--- src/hdl/deq_pkg.sv ---
`default_nettype none
package deq_pkg;

	localparam int DEQ_DEPTH = 16;
	localparam int DATA_W    = 32;
	localparam int ACT_W     = 3;
	localparam int STAT_W    = 2;

	localparam logic [ACT_W-1:0] ACT_PUSH_FRONT = 3'd0;
	localparam logic [ACT_W-1:0] ACT_PUSH_REAR  = 3'd1;
	localparam logic [ACT_W-1:0] ACT_POP_FRONT  = 3'd2;
	localparam logic [ACT_W-1:0] ACT_POP_REAR   = 3'd3;
	localparam logic [ACT_W-1:0] ACT_LIST       = 3'd4;

	localparam logic [STAT_W-1:0] STAT_OK    = 2'd0;
	localparam logic [STAT_W-1:0] STAT_EMPTY = 2'd1;
	localparam logic [STAT_W-1:0] STAT_FULL  = 2'd2;

endpackage
`default_nettype wire

--- src/hdl/deq_ram.sv ---
`default_nettype none
module deq_ram
	import deq_pkg::*;
#(
	parameter int DEPTH = DEQ_DEPTH,
	parameter int ADDR_W = $clog2(DEPTH)
) (
	input  wire logic              clk,
	input  wire logic              wr_en,
	input  wire logic [ADDR_W-1:0] wr_addr,
	input  wire logic [DATA_W-1:0] wr_data,
	input  wire logic              rd_en,
	input  wire logic [ADDR_W-1:0] rd_addr,
	output logic      [DATA_W-1:0] rd_data
);

	logic [DATA_W-1:0] mem [DEPTH];

	always_ff @(posedge clk) begin
		if (wr_en) begin
			mem[wr_addr] <= wr_data;
		end
		if (rd_en) begin
			rd_data <= mem[rd_addr];
		end
	end

endmodule
`default_nettype wire

--- src/hdl/double_ended_queue_unit.sv ---
// Bounded double-ended queue of signed 32-bit values held in a single-port-read
// circular memory of DEPTH entries. The action arrives in s_tuser; a push answers
// with one status item in the cycle after it is taken, a pop answers with the
// removed value (or an empty status), and a list streams every stored value from
// front to rear with tlast on the final one (or an empty status). Unused action
// codes are taken but answer with no item. A pop that returns data passes through
// the registered memory read, and a list does one memory read per entry. A new
// item is not taken while a pop or list is still reading, nor while a finished
// result waits in the output register unless that result leaves in the same
// cycle, so a stalled output holds off the input. Memory contents are undefined
// after reset; only entries written by a push are ever read.
`default_nettype none
module double_ended_queue_unit
	import deq_pkg::*;
#(
	parameter int DEPTH = DEQ_DEPTH
) (
	input  wire logic              clk,
	input  wire logic              arst_n,
	input  wire logic              s_tvalid,
	output logic                   s_tready,
	input  wire logic [DATA_W-1:0] s_tdata,   // value_in
	input  wire logic [ACT_W-1:0]  s_tuser,   // action
	output logic                   m_tvalid,
	input  wire logic              m_tready,
	output logic      [DATA_W-1:0] m_tdata,   // value_out
	output logic      [STAT_W-1:0] m_tuser,   // status
	output logic                   m_tlast
);

	localparam int PTR_W = (DEPTH > 1) ? $clog2(DEPTH) : 1;
	localparam int CNT_W = $clog2(DEPTH + 1);

	typedef enum logic {S_IDLE, S_DATA} state_t;

	state_t            state_q;
	logic [PTR_W-1:0]  front_q;
	logic [CNT_W-1:0]  occ_q;
	logic [PTR_W-1:0]  idx_q;
	logic              pop_q;
	logic              m_tvalid_q;
	logic [DATA_W-1:0] m_tdata_q;
	logic [STAT_W-1:0] m_tuser_q;
	logic              m_tlast_q;

	logic              out_free;
	logic              accept;
	logic              is_empty;
	logic              is_full;
	logic [PTR_W-1:0]  occ_ptr;
	logic [PTR_W-1:0]  front_dec;
	logic [PTR_W-1:0]  front_inc;
	logic [PTR_W-1:0]  rear_slot;
	logic [PTR_W-1:0]  rear_last;
	logic [PTR_W-1:0]  idx_next;
	logic              data_last;

	logic              wr_en;
	logic [PTR_W-1:0]  wr_addr;
	logic              rd_en;
	logic [PTR_W-1:0]  rd_addr;
	logic [DATA_W-1:0] rd_data;

	function automatic logic [PTR_W-1:0] wrap_add(input logic [PTR_W-1:0] a,
			input logic [PTR_W-1:0] b);
		logic [PTR_W:0] s;
		s = {1'b0, a} + {1'b0, b};
		if (s >= (PTR_W+1)'(DEPTH)) begin
			s = s - (PTR_W+1)'(DEPTH);
		end
		return s[PTR_W-1:0];
	endfunction

	assign out_free  = !m_tvalid_q || m_tready;
	assign s_tready  = (state_q == S_IDLE) && out_free;
	assign accept    = s_tvalid && s_tready;
	assign is_empty  = (occ_q == '0);
	assign is_full   = (occ_q == CNT_W'(DEPTH));
	assign occ_ptr   = occ_q[PTR_W-1:0];
	assign front_dec = (front_q == '0) ? PTR_W'(DEPTH - 1) : front_q - 1'b1;
	assign front_inc = wrap_add(front_q, PTR_W'(1));
	assign rear_slot = wrap_add(front_q, occ_ptr);
	assign rear_last = wrap_add(front_q, occ_ptr - 1'b1);
	assign idx_next  = idx_q + 1'b1;
	assign data_last = pop_q || ((CNT_W'(idx_q) + CNT_W'(1)) == occ_q);

	assign m_tvalid = m_tvalid_q;
	assign m_tdata  = m_tdata_q;
	assign m_tuser  = m_tuser_q;
	assign m_tlast  = m_tlast_q;

	always_comb begin
		wr_en   = 1'b0;
		wr_addr = rear_slot;
		rd_en   = 1'b0;
		rd_addr = front_q;
		if (accept) begin
			unique case (s_tuser)
				ACT_PUSH_FRONT: begin
					wr_en   = !is_full;
					wr_addr = front_dec;
				end
				ACT_PUSH_REAR: begin
					wr_en   = !is_full;
					wr_addr = rear_slot;
				end
				ACT_POP_FRONT, ACT_LIST: begin
					rd_en   = !is_empty;
					rd_addr = front_q;
				end
				ACT_POP_REAR: begin
					rd_en   = !is_empty;
					rd_addr = rear_last;
				end
				default: begin
				end
			endcase
		end else if (state_q == S_DATA && out_free && !data_last) begin
			rd_en   = 1'b1;
			rd_addr = wrap_add(front_q, idx_next);
		end
	end

	always_ff @(posedge clk or negedge arst_n) begin
		if (!arst_n) begin
			state_q    <= S_IDLE;
			front_q    <= '0;
			occ_q      <= '0;
			idx_q      <= '0;
			pop_q      <= 1'b0;
			m_tvalid_q <= 1'b0;
			m_tdata_q  <= '0;
			m_tuser_q  <= STAT_OK;
			m_tlast_q  <= 1'b0;
		end else begin
			if (m_tvalid_q && m_tready) begin
				m_tvalid_q <= 1'b0;
			end
			unique case (state_q)
				S_IDLE: begin
					if (accept) begin
						unique case (s_tuser)
							ACT_PUSH_FRONT, ACT_PUSH_REAR: begin
								m_tvalid_q <= 1'b1;
								m_tdata_q  <= '0;
								m_tlast_q  <= 1'b1;
								if (is_full) begin
									m_tuser_q <= STAT_FULL;
								end else begin
									m_tuser_q <= STAT_OK;
									occ_q     <= occ_q + 1'b1;
									if (s_tuser == ACT_PUSH_FRONT) begin
										front_q <= front_dec;
									end
								end
							end
							ACT_POP_FRONT, ACT_POP_REAR, ACT_LIST: begin
								if (is_empty) begin
									m_tvalid_q <= 1'b1;
									m_tdata_q  <= '0;
									m_tuser_q  <= STAT_EMPTY;
									m_tlast_q  <= 1'b1;
								end else begin
									state_q <= S_DATA;
									idx_q   <= '0;
									pop_q   <= (s_tuser != ACT_LIST);
									if (s_tuser != ACT_LIST) begin
										occ_q <= occ_q - 1'b1;
									end
									if (s_tuser == ACT_POP_FRONT) begin
										front_q <= front_inc;
									end
								end
							end
							default: begin
							end
						endcase
					end
				end
				S_DATA: begin
					if (out_free) begin
						m_tvalid_q <= 1'b1;
						m_tdata_q  <= rd_data;
						m_tuser_q  <= STAT_OK;
						m_tlast_q  <= data_last;
						if (data_last) begin
							state_q <= S_IDLE;
						end else begin
							idx_q <= idx_next;
						end
					end
				end
				default: begin
					state_q <= S_IDLE;
				end
			endcase
		end
	end

	deq_ram #(
		.DEPTH  (DEPTH),
		.ADDR_W (PTR_W)
	) u_ram (
		.clk     (clk),
		.wr_en   (wr_en),
		.wr_addr (wr_addr),
		.wr_data (s_tdata),
		.rd_en   (rd_en),
		.rd_addr (rd_addr),
		.rd_data (rd_data)
	);

endmodule
`default_nettype wire

--- config.mk ---
export PLATFORM = sky130hd
export DESIGN_NAME = double_ended_queue_unit
export DESIGN_NICKNAME = d
export VERILOG_FILES = /design/src/hdl/deq_pkg.sv /design/src/hdl/deq_ram.sv /design/src/hdl/double_ended_queue_unit.sv
export SDC_FILE = /design/constraint.sdc
export NUM_CORES = 1
export LEC_CHECK = 0
export BUFFER_PORTS_ARGS = -buffer_cell sky130_fd_sc_hd__buf_4
export CAP_MARGIN = 20
export CORE_ASPECT_RATIO = 0.75
export CORE_UTILIZATION = 30
export DETAILED_ROUTE_END_ITERATION = 10
export PLACE_DENSITY = 0.47
export RECOVER_POWER = 100
export SYNTH_ARGS = -nofsm -noshare
export SYNTH_HDL_FRONTEND = slang
export SYNTH_HIERARCHICAL = 1
export SYNTH_SLANG_ARGS = --single-unit
--- constraint.sdc ---
create_clock -name clk -period 10.4 [get_ports clk]
set_input_delay 1.04 -clock clk [delete_from_list [all_inputs] [get_ports clk]]
set_output_delay 1.04 -clock clk [all_outputs]
set_load 0.01 [all_outputs]
## Word-level counts from Yosys, hierarchy flattened

Memory sizes are Yosys's and may differ from the RTL's. A register that Yosys moved wholly into a read port is not among the register bits.
Cells that the tools add are included.

- Mux-type cells: 60
- Add/sub/neg operators: 14
- Magnitude comparators: 4
- Equal/unequal tests: 19
- Reduce and logical (&&, ||, !) cells: 22
- Bitwise gates (word level): 2

Operators with widths:

| operator | number |
|---|---|
| one-hot mux 32 bit (2 select lines) | 2 |
| 2-to-1 mux 32 bit | 3 |
| 2-to-1 mux 4 bit | 19 |
| subtractor 4 x 1 -> 4 bit, second input constant | 6 |
| greater-or-equal comparator 5 bit, second input constant | 4 |
| 2-to-1 mux 1 bit | 19 |
| one-hot mux 4 bit (2 select lines) | 2 |
| adder 4 x 4 -> 5 bit | 3 |
| 2-to-1 mux 5 bit | 3 |
| != test 2 bit, second input constant | 6 |
| adder 4 x 1 -> 5 bit, second input constant | 2 |
| one-hot mux 1 bit (2 select lines) | 5 |
| one-hot mux 5 bit (2 select lines) | 1 |
| != test 3 bit, second input constant | 3 |
| 2-to-1 mux 2 bit | 4 |
| != test 2 x 1 -> 1 bit, second input constant | 4 |
| one-hot mux 2 bit (2 select lines) | 2 |
| AND reduction 4 bit | 2 |
| AND reduction 7 bit | 1 |
| equality test 3 x 2 -> 1 bit, second input constant | 2 |
| AND reduction 6 bit | 1 |
| adder 5 x 1 -> 5 bit, second input constant | 1 |
| equality test 5 bit | 1 |
| equality test 5 bit, second input constant | 1 |
| 15 further kinds | 24 |

- Memories: 1
- Bits of input ports: 39
- Register bits: 51
- Word-level logic and storage cells: 131
- Bits in writable memories: 512

Memory list:

| memory | depth | bits a word | rd ports | clocked after Yosys merged registers in | write ports | line | RTL |
|---|---|---|---|---|---|---|---|
| u_ram.mem | 16 | 32 | 1 | 1 | 1 | deq_ram.sv:17 | `logic [DATA_W-1:0] mem [DEPTH];` |

## Longest topological paths before layout

Gate-level depths: netlist of the first run.

- Word-level depth: 7
- Depth in mapped cells: 14

## By module

The synthesis of the first run kept the hierarchy.

By module, submodules not included:

| module | cells each | seq. area each (um^2) | area an instance (um^2) | instances |
|---|---|---|---|---|
| deq_ram | 838 | 16335.7 | 20155.6 | 1 |
| double_ended_queue_unit | 265 | 1276.2 | 2887.8 | 1 |

## Least setup slack after synthesis of the first run

No wires, ideal clock.

- Path type: in2reg
- Start point: input m_tready
- End point: memory u_ram.mem[0][0] (enable)
- Stages on the path: 8
- Data required time: 9.939 ns
- Path slack: 5.020 ns
- Path buffers: 1
- Arrival time: 4.919 ns
- Path through: or2b_2 > nand3_1 > or4_2 > clkbuf_1 > nor2_1 > a21oi_1 > or3b_2 > nor3_1

RTL lines:

| item | line | RTL |
|---|---|---|
| start: declaration | double_ended_queue_unit.sv:25 | `input wire logic m_tready,` |
| logical OR 1 bit | double_ended_queue_unit.sv:74 | `assign out_free = !m_tvalid_q \|\| m_tready;` |
| logical AND 1 bit | double_ended_queue_unit.sv:75 | `assign s_tready = (state_q == S_IDLE) && out_free;` |
| logical AND 1 bit | double_ended_queue_unit.sv:76 | `assign accept = s_tvalid && s_tready;` |
| 2-to-1 mux 4 bit | double_ended_queue_unit.sv:97 | `if (accept) begin` |
| net wr_addr[2] | double_ended_queue_unit.sv:59 | `logic [PTR_W-1:0] wr_addr;` |
| end: declaration | deq_ram.sv:17 |  |

The timed path passes the listed nets, and every way through them passes these cells.

## Worst setup path in the final report of the first run

- Start point: input s_tuser[1]
- End point: register idx_q[2]

- Word-level cells in the longest chain between the ends: 4

RTL lines:

| item | line | RTL |
|---|---|---|
| start: declaration | double_ended_queue_unit.sv:23 | `input wire logic [ACT_W-1:0] s_tuser,` |
| equality test 3 x 2 -> 1 bit or equality test 3 bit (tied branches) | double_ended_queue_unit.sv:142 | `unique case (s_tuser)` |
| OR reduction 3 bit (no line) * | - |  |
| != test 2 bit (no line) * | - |  |
| AND reduction 5 bit (no line) * | - |  |
| end signal: assignment | double_ended_queue_unit.sv:189 | `idx_q <= idx_next;` |
| end: declaration | double_ended_queue_unit.sv:39 | `logic [PTR_W-1:0] idx_q;` |

Every way passes the cells marked *; elsewhere a longest branch is shown, timed or not.
A chain may end at the register's enable or synchronous reset.

==> impl_metrics.yaml, run 1 <==
critical_path:
  cp_max_fo: 34
  cp.required_ns: 10.75
  reg2reg_slack_ns: 4.57
  end_kind: "register"
  crit_type: "in -> reg"
  startpoint_type: "primary input"
  cp_data_arrival_time_ns: 6.63
timing:
  hold_viol: 0
  rsz0062_at_grt: "no"
  relSlewSlack: -1.37
  finalCritPeriodShare: 0.604
  clock_skew_ns: 0.0175
  setup_viol: 0
  fmax_mhz: 159
  tns_ns: 0
  final_max_slew_viol_count: 620
  worst_pin_slew_ns: 3.56
  min_period_ns: 6.28
power_and_ir_drop:
  p_int_mw: 5.41
  p_clk_frac: 0.294
  vdd_drop_max_mv: 0.274
  power_mw: 7.86
  leakage_nw: 8.62
  powerDensity_mw_per_mm2: 295
  seqPwrFrac: 0.388
  p_sw_mw: 2.45
  power.share.combinational: 0.318
  swShare: 0.312
layout:
  final_area_mm2: 0.0267
  layout_common_cells: "544 x edfxtp_1, 128 x mux4_2, 102 x clkbuf_1"
  fill_cells: 7101
  antenna_cells: 0
  nets: 1272
  utilization: 0.353
  final_cells: 2285
  final_common_cell: "edfxtp_1"
  area_growth_syn_to_layout_pct: 15.8
  drive_gt1_frac: 0.197
yosys:
  syn_inst: 1103
  yosysWarningCount: 6
  synth_fp_nets: 1163
  synthAdderAreaFrac: 0.0127
  ys_dominant_reg_cell: "edfxtp_1"
  synth_edf_count: 544
  synth-xor-area-share: 0.00901
  synth_area_mm2: 0.0230
  synth_compound_area_frac: 0.0483
  synth_mux_area_frac: 0.128
  ys_seq_area_frac: 0.764
  syn_area_per_cell_um2: 20.9
  ys_seq_elements: 595
  yosys.area_share.simple: 0.0230
  synth_top_family_by_area: "multiplexers"
  yosysUniqueCellTypes: 61
  async_flop_share: 0.0857
die:
  ios: 76
  die_w_um: 322
  die-area_mm2: 0.0779
  core_area_mm2: 0.0755
  start_util: 0.305
  die_h_um: 242
  core.rowCount: 87
grt:
  grt_pass1_wl_um: 81900
  grt_pass1_vias: 11600
  grt_max_degree: 129
  gr-total-overflow: 0
  antenna_found_initial: 2
  track_usage: 0.145
clock_network:
  postCtsSetupBuffers: 0
  cts_resized: 0
  cts_tree: "done"
  cts_inserted_buffers: 58
  ctsRootBufferMaster: "clkbuf_16"
  clkSinkCount: 595
  clk_pin_slew_ns: 0.06
  clk_path_buf_depth: 3
  ctsHoldBuffers: 0
  clock_latency_ns: 0.62
  htreeDepth: 2
routing:
  wl_per_cell_um: 24.4
  via_per_inst: 4.88
  drt-total-wl_um: 55800
  drcViolationCount: 0
  dr.pass1.iters: 5
  vias: 11200
  drt_iter0_drc: 811
  drtAntennaViolNets: 0
place:
  dpl_cell_area_mm2: 0.0251
  dp_cells: 2174
  io_buffers: 75
  place.gp.congestion: 0.742
  dpl.hpwl_um: 29400
run:
  max_cap_viol_count: 25
outcome:
  violations: "max-capacitance violations, max-slew violations"
  outcome: "finished with violations"
worst_hold_path:
  hp-class: "reg -> reg"
==> routing by layer <==
layer / global-route usage / share of wire / vias to the layer above
met3: 0.0224 / 0.044 / 62
met4: 0.0314 / 0.014 / 4
li1: - / - / 4811
met2: 0.218 / 0.45 / 220
met5: 0 / 0.00056 / -
met1: 0.220 / 0.49 / 6063
==> through the flow <==
stage	hold WS [ns]	setup slack [ns]
after floorplan	0.449	5.02
after global placement	0.453	5.44
after detailed placement	0.461	5.42
after CTS	0.472	5.76
after global routing	0.492	3.62
final	0.471	4.12
==> power groups by stage <==
stage / Combinational, mW / Clock [mW] / Sequential [mW]
after floorplan: 1.82 / 0 / 3.06
after global placement: 2.65 / 0 / 3.10
after detailed placement: 2.66 / 0 / 3.10
after CTS: 2.67 / 2.37 / 3.05
after global routing: 2.75 / 2.46 / 3.08
final: 2.50 / 2.31 / 3.05
==> synthesized netlist by cell type, drive strengths merged (3+ instances only) <==
cell type / count / share of area
mux4: 128 / 0.13
nand2b: 3 / 0.00081
nor2b: 5 / 0.0014
a21o: 4 / 0.0013
dfrtp: 51 / 0.055
nor3: 8 / 0.0017
mux2i: 5 / 0.0022
nor2: 26 / 0.0042
o211ai: 3 / 0.00098
or3: 3 / 0.0010
xor2: 12 / 0.0046
nand3b: 3 / 0.00098
nor3b: 3 / 0.00098
o21ai: 15 / 0.0036
a22oi: 64 / 0.021
o32ai: 3 / 0.0011
buf: 29 / 0.0069
clkbuf: 27 / 0.0045
nand3: 7 / 0.0015
inv: 16 / 0.0028
edfxtp: 544 / 0.71
xnor2: 9 / 0.0034
fa: 4 / 0.0035
ha: 17 / 0.0092
a21oi: 11 / 0.0024
nand2: 41 / 0.0067
a22o: 32 / 0.012
==> worst max-delay path, cell delays in order <==
cell and delay, ns:
clkbuf_1 0.29, inv_1 0.07, o21ai_0 1.08, clkinvlp_2 0.83, or3_1 0.66, o21ai_4 0.09
clkbuf_1 2.30, o21ai_0 0.25
==> worst paths after layout <==
| check | startpoint | endpoint | cells after the start |
|---|---|---|---|
| setup reg to reg | state_q$_DFF_PN0_ | u_ram/mem[13][24]$_DFFE_PP_ | 7 |
| min in group asynchronous | arst_n | occ_q[2]$_DFFE_PN0P_ | 1 |
| setup / recovery | s_tuser[1] | idx_q[2]$_DFFE_PN0P_ | 8 |
| max in group asynchronous | arst_n | m_tdata[7]$_DFFE_PN0P_ | 1 |
| hold / removal | u_ram/rd_data[6]$_DFFE_PP_ | m_tdata[6]$_DFFE_PN0P_ | 1 |
| hold reg to reg | u_ram/rd_data[6]$_DFFE_PP_ | m_tdata[6]$_DFFE_PN0P_ | 1 |
==> sequential cells by signal, summed over array words and instances, names as in the netlist <==
signal,count
front_q,4
idx_q,4
m_tdata,32
m_tlast,1
m_tuser,2
m_tvalid,1
occ_q,5
pop_q,1
state_q,1
u_ram/mem,512
u_ram/rd_data,32
==> cell type report <==
type                    count  area (um^2)  area share
clock buffers              75         1620      0.0606
clock inverters            35          493      0.0185
inverters                  16         61.3     0.00230
multi-input cells         436         5170       0.194
flip-flops and latches    595        17600       0.660
well taps                1023         1280      0.0480
repair buffers            105          460      0.0173
==> cell families (layout without fill, tap and decap cells) <==
logic type / Yosys count / count (layout)
compound gates: 148 / 148
xor+xnor: 22 / 22
fa+ha+maj: 21 / 21
buf+inv: 72 / 231
flops: 595 / 595
mux: 135 / 135
simple gates: 110 / 110
No activity file was read; power rests on OpenSTA's default activity.
==> run 2: changes to the inputs <==
PLACE_DENSITY = 0.49   (was 0.47)
clock period = 5.65 ns   (was 10.4 ns; I/O delays follow)
==> run 2 against run 1 <==
The run still ends with max-capacitance violations, max-slew violations left. Sequential share of layout area is 0.065 points lower. First-iteration DRC count is 6.3% higher. Clock power is 68% higher. Die area stayed put. Routed wire length is 2.1% lower. Combinational power is 91% higher. Cell count is 0.13% higher. Critical path type is now reg -> reg.
==> impl_metrics.yaml, run 2 (synthesis gave the netlist of run 1 again) <==
place:
  io_buffers: 75
  place.gp.congestion: 0.743
  dpl.hpwl_um: 30900
timing:
  rsz0062_at_grt: "no"
  clock_skew_ns: 0.0200
  tns_ns: 0
  relSlewSlack: -1.40
  final_max_slew_viol_count: 219
  fmax_mhz: 211
  finalCritPeriodShare: 0.840
  setup_viol: 0
  min_period_ns: 4.74
  worst_pin_slew_ns: 3.60
  hold_viol: 0
worst_hold_path:
  hp-class: "in -> reg"
routing:
  dr.pass1.iters: 5
  via_per_inst: 4.87
  drt_iter0_drc: 862
  drcViolationCount: 0
  drtAntennaViolNets: 0
  wl_per_cell_um: 23.9
  vias: 11200
  drt-total-wl_um: 54600
layout:
  largest-register: "u_ram/mem"
  area_growth_syn_to_layout_pct: 15.9
  largest_reg_flops: 512
  final-seq-area_mm2: 0.0176
  nets: 1278
  fill_cells: 7117
  multi_input_area_mm2: 0.00522
  final_common_cell: "edfxtp_1"
  layout_common_cells: "544 x edfxtp_1, 128 x mux4_2, 102 x clkbuf_1"
  antenna_cells: 0
  utilization: 0.354
  drive_gt1_frac: 0.207
clock_network:
  clk_path_buf_depth: 3
  ctsHoldBuffers: 0
  clkSinkCount: 595
  cts_tree: "done"
  cts_inserted_buffers: 56
  clk_pin_slew_ns: 0.06
  cts_resized: 0
  clock_latency_ns: 0.63
  postCtsSetupBuffers: 0
  htreeDepth: 2
  ctsRootBufferMaster: "clkbuf_16"
critical_path:
  cp_slowest_cell: "clkbuf_1"
  cp_max_fo: 17
  crit_type: "reg -> reg"
  critical_path.top_delay_family: "simple AND/OR/NAND/NOR gates"
  cp_cell_sequence: "inv_1, nand3_1, or4_2, mux2i_1, nand2b_1, nor2_4, clkbuf_1"
  cpPeakStageDelay_ns: 1.19
  cp_data_arrival_time_ns: 4.96
  cp.required_ns: 5.87
  startpoint_type: "register"
  worst-path-buf-inv: 2
  end_kind: "register"
grt:
  grt_pass1_wl_um: 80200
  grt_max_degree: 70
  grt_pass1_vias: 11600
  gr-total-overflow: 0
  antenna_found_initial: 1
  track_usage: 0.141
outcome:
  outcome: "finished with violations"
  violations: "max-capacitance violations, max-slew violations"
die:
  die-area_mm2: 0.0779
  ios: 76
  core_area_mm2: 0.0755
  core.rowCount: 87
  die_h_um: 242
  die_w_um: 322
  start_util: 0.305
run:
  max_cap_viol_count: 10
power_and_ir_drop:
  powerDensity_mw_per_mm2: 534
  vdd_drop_max_mv: 0.513
  leakage_nw: 8.61
-- run 2: cell types whose count changed in the layout (fill, tap and decap cells not counted), sizes merged --
cell    change
buf        +12
bufinv      -5
clkinv      -2
clkbuf      -1
inv         -1
-- run 2: report_power, final --
group	switching [mW]	internal, mW
Combinational	2.66	2.13
Sequential	0.252	5.35
Clock	1.63	2.25
Total	4.54	9.73
-- run 2: worst paths after layout --
check	startpoint	endpoint	slack, ns	cells past startpoint
max	state_q$_DFF_PN0_	u_ram/mem[14][3]$_DFFE_PP_	0.91	7
min in group asynchronous	arst_n	occ_q[4]$_DFFE_PN0P_	1.18	1
max reg2reg	state_q$_DFF_PN0_	u_ram/mem[14][3]$_DFFE_PP_	0.91	7
min	s_tuser[0]	front_q[3]$_DFFE_PN0P_	0.21	2
min reg2reg	u_ram/rd_data[5]$_DFFE_PP_	m_tdata[5]$_DFFE_PN0P_	0.47	1
max in group asynchronous	arst_n	m_tdata[21]$_DFFE_PN0P_	2.45	1
-- run 2: routing by layer --
metal	track usage	share of wire	vias to the layer above
li1	-	-	4820
met1	0.205	0.48	6026
met2	0.217	0.46	234
met3	0.0257	0.045	69
met4	0.0373	0.019	2
met5	0	0.00013	-
-- run 2: per-stage QoR --
| step | setup WS (ns) | cell area [um^2] | total power [mW] | hold slack, ns | std cells |
|---|---|---|---|---|---|
| after floorplan | 0.745 | 23000 | 8.99 | 0.269 | 1103 |
| after global placement | 1.53 | 25200 | 10.7 | 0.459 | 2183 |
| after detailed placement | 1.37 | 25200 | 10.7 | 0.458 | 2183 |
| after CTS | 1.47 | 27100 | 14.7 | 0.0616 | 2288 |
| after global routing | 0.692 | 26700 | 15.0 | 0.202 | 2288 |
| final | 0.906 | 26700 | 14.3 | 0.213 | 2288 |
-- run 2: layout make-up --
class                           count  area share
Inverter                           16     0.00244
Clock inverter                     27      0.0122
Tap cell                         1023      0.0479
Clock buffer                       78      0.0586
Sequential cell                   595       0.659
Multi-Input combinational cell    436       0.195
Timing Repair Buffer              113      0.0244
==> run 3: changes to the inputs <==
PLACE_DENSITY = 0.47   (was 0.49)
clock period = 4.81 ns   (was 5.65 ns; I/O delays follow)
==> run 3 against run 2 <==
Die area stayed put. The run still ends with max-capacitance violations, max-slew violations left. Maximum frequency grew 9.7%. Cell count is 1.1% higher. Setup slack worse by 0.42 ns.
==> impl_metrics.yaml, run 3 (synthesis gave the netlist of run 1 again) <==
clock_network:
  clkSinkCount: 595
  clock_latency_ns: 0.63
  ctsRootBufferMaster: "clkbuf_16"
  cts_inserted_buffers: 59
  cts_resized: 0
  clk_pin_slew_ns: 0.07
  clk_path_buf_depth: 3
  cts_tree: "done"
  htreeDepth: 2
timing:
  finalCritPeriodShare: 0.899
  final_max_slew_viol_count: 152
  rsz0062_at_grt: "no"
  clock_skew_ns: 0.0160
  worst_pin_slew_ns: 3.47
  min_period_ns: 4.32
  tns_ns: 0
  hold_viol: 0
  relSlewSlack: -1.31
  setup_viol: 0
  fmax_mhz: 231
grt:
  antenna_found_initial: 0
  gr-total-overflow: 0
  grt_pass1_vias: 11600
  grt_pass1_wl_um: 82700
  track_usage: 0.147
  grt_max_degree: 71
die:
  ios: 76
  core.rowCount: 87
  die_w_um: 322
  start_util: 0.305
  core_area_mm2: 0.0755
  die-area_mm2: 0.0779
  die_h_um: 242
routing:
  vias: 11100
  via_per_inst: 4.81
  dr.pass1.iters: 5
  wl_met1_um: 28000
  wl_met3_um: 2320
  drt-total-wl_um: 56400
  drtAntennaViolNets: 0
  drt_iter0_drc: 935
  wl_per_cell_um: 24.4
  routed-wl-met2_um: 25000
  drcViolationCount: 0
  top_layer_used: "met4"
critical_path:
  cp_data_arrival_time_ns: 4.58
  cp_max_fo: 17
  crit_type: "reg -> reg"
  startpoint_type: "register"
  cp.required_ns: 5.06
  end_kind: "register"
outcome:
  violations: "max-capacitance violations, max-slew violations"
  outcome: "finished with violations"
layout:
  largest-register: "u_ram/mem"
  fill_cells: 7062
  utilization: 0.356
  final-seq-area_mm2: 0.0176
  drive_gt1_frac: 0.220
  multi_input_area_mm2: 0.00517
  layout_common_cells: "544 x edfxtp_1, 128 x mux4_2, 97 x clkbuf_1"
  final_common_cell: "edfxtp_1"
  largest_reg_flops: 512
  area_growth_syn_to_layout_pct: 16.7
  nets: 1298
power_and_ir_drop:
  vdd_drop_max_mv: 0.417
  powerDensity_mw_per_mm2: 636
  leakage_nw: 8.71
worst_hold_path:
  hp-class: "in -> reg"
run:
  max_cap_viol_count: 8
place:
  io_buffers: 75
  dpl.hpwl_um: 34100
  place.gp.congestion: 0.751
-- run 3: worst max-delay path, stage by stage (launching register included) --
cell and delay, ns:
dfrtp_1 0.42, inv_1 0.18, nand3_1 0.24, or4_2 0.71, a21oi_1 0.51, nand2_1 0.26, nor2_2 1.05, clkbuf_1 0.57
-- run 3: power by group --
group	switching (mW)	leakage (nW)	internal (mW)
sequential	0.330	5.53	6.28
combinational	3.25	2.22	2.56
clock	1.97	0.958	2.71
-- run 3: final timing paths --
| kind | startpoint | endpoint | depth (start not counted) | slack (ns) |
|---|---|---|---|---|
| setup / recovery | state_q$_DFF_PN0_ | u_ram/mem[7][17]$_DFFE_PP_ | 7 | 0.49 |
| hold / removal | s_tuser[0] | front_q[3]$_DFFE_PN0P_ | 2 | 0.15 |
| setup reg to reg | state_q$_DFF_PN0_ | u_ram/mem[7][17]$_DFFE_PP_ | 7 | 0.49 |
| hold reg to reg | u_ram/rd_data[29]$_DFFE_PP_ | m_tdata[29]$_DFFE_PN0P_ | 1 | 0.47 |
| max in group asynchronous | arst_n | m_tdata[11]$_DFFE_PN0P_ | 2 | 1.27 |
| min in group asynchronous | arst_n | occ_q[3]$_DFFE_PN0P_ | 2 | 1.59 |
-- run 3: layout make-up --
class,count,share of cell area
clock inverter,39,0.0148
multi-input combinational,436,0.192
tap,1023,0.0476
inverter,16,0.00242
timing repair buffer,130,0.0286
sequential,595,0.655
clock buffer,73,0.0588
antenna,2,0.000186
-- run 3: metrics by stage --
| step | hold WS, ns | power, mW | setup WS (ns) | cell area (um^2) | cells |
|---|---|---|---|---|---|
| 6_report | 0.153 | 17.1 | 0.486 | 26900 | 2314 |
| 5_1_grt | 0.138 | 18.0 | 0.259 | 26900 | 2312 |
| 4_1_cts | 0.111 | 17.6 | 0.694 | 27400 | 2312 |
| 3_5_place_dp | 0.458 | 12.9 | 0.703 | 25400 | 2199 |
| 3_3_place_gp | 0.458 | 12.9 | 0.733 | 25400 | 2199 |
| 2_1_floorplan | 0.185 | 10.6 | 0.244 | 23000 | 1103 |
-- run 3: per-layer routing --
| metal | vias up | global-route usage |
|---|---|---|
| met5 | - | 0 |
| met4 | 0 | 0.0331 |
| met3 | 67 | 0.0220 |
| met2 | 236 | 0.219 |
| met1 | 5943 | 0.224 |
| li1 | 4884 | - |
-- run 3: what timing repair did --
item | 4_1_cts | 5_1_grt
hold buffers | 1 | 0
setup buffers | 0 | 0
hold endpoints to repair | 43 | 0
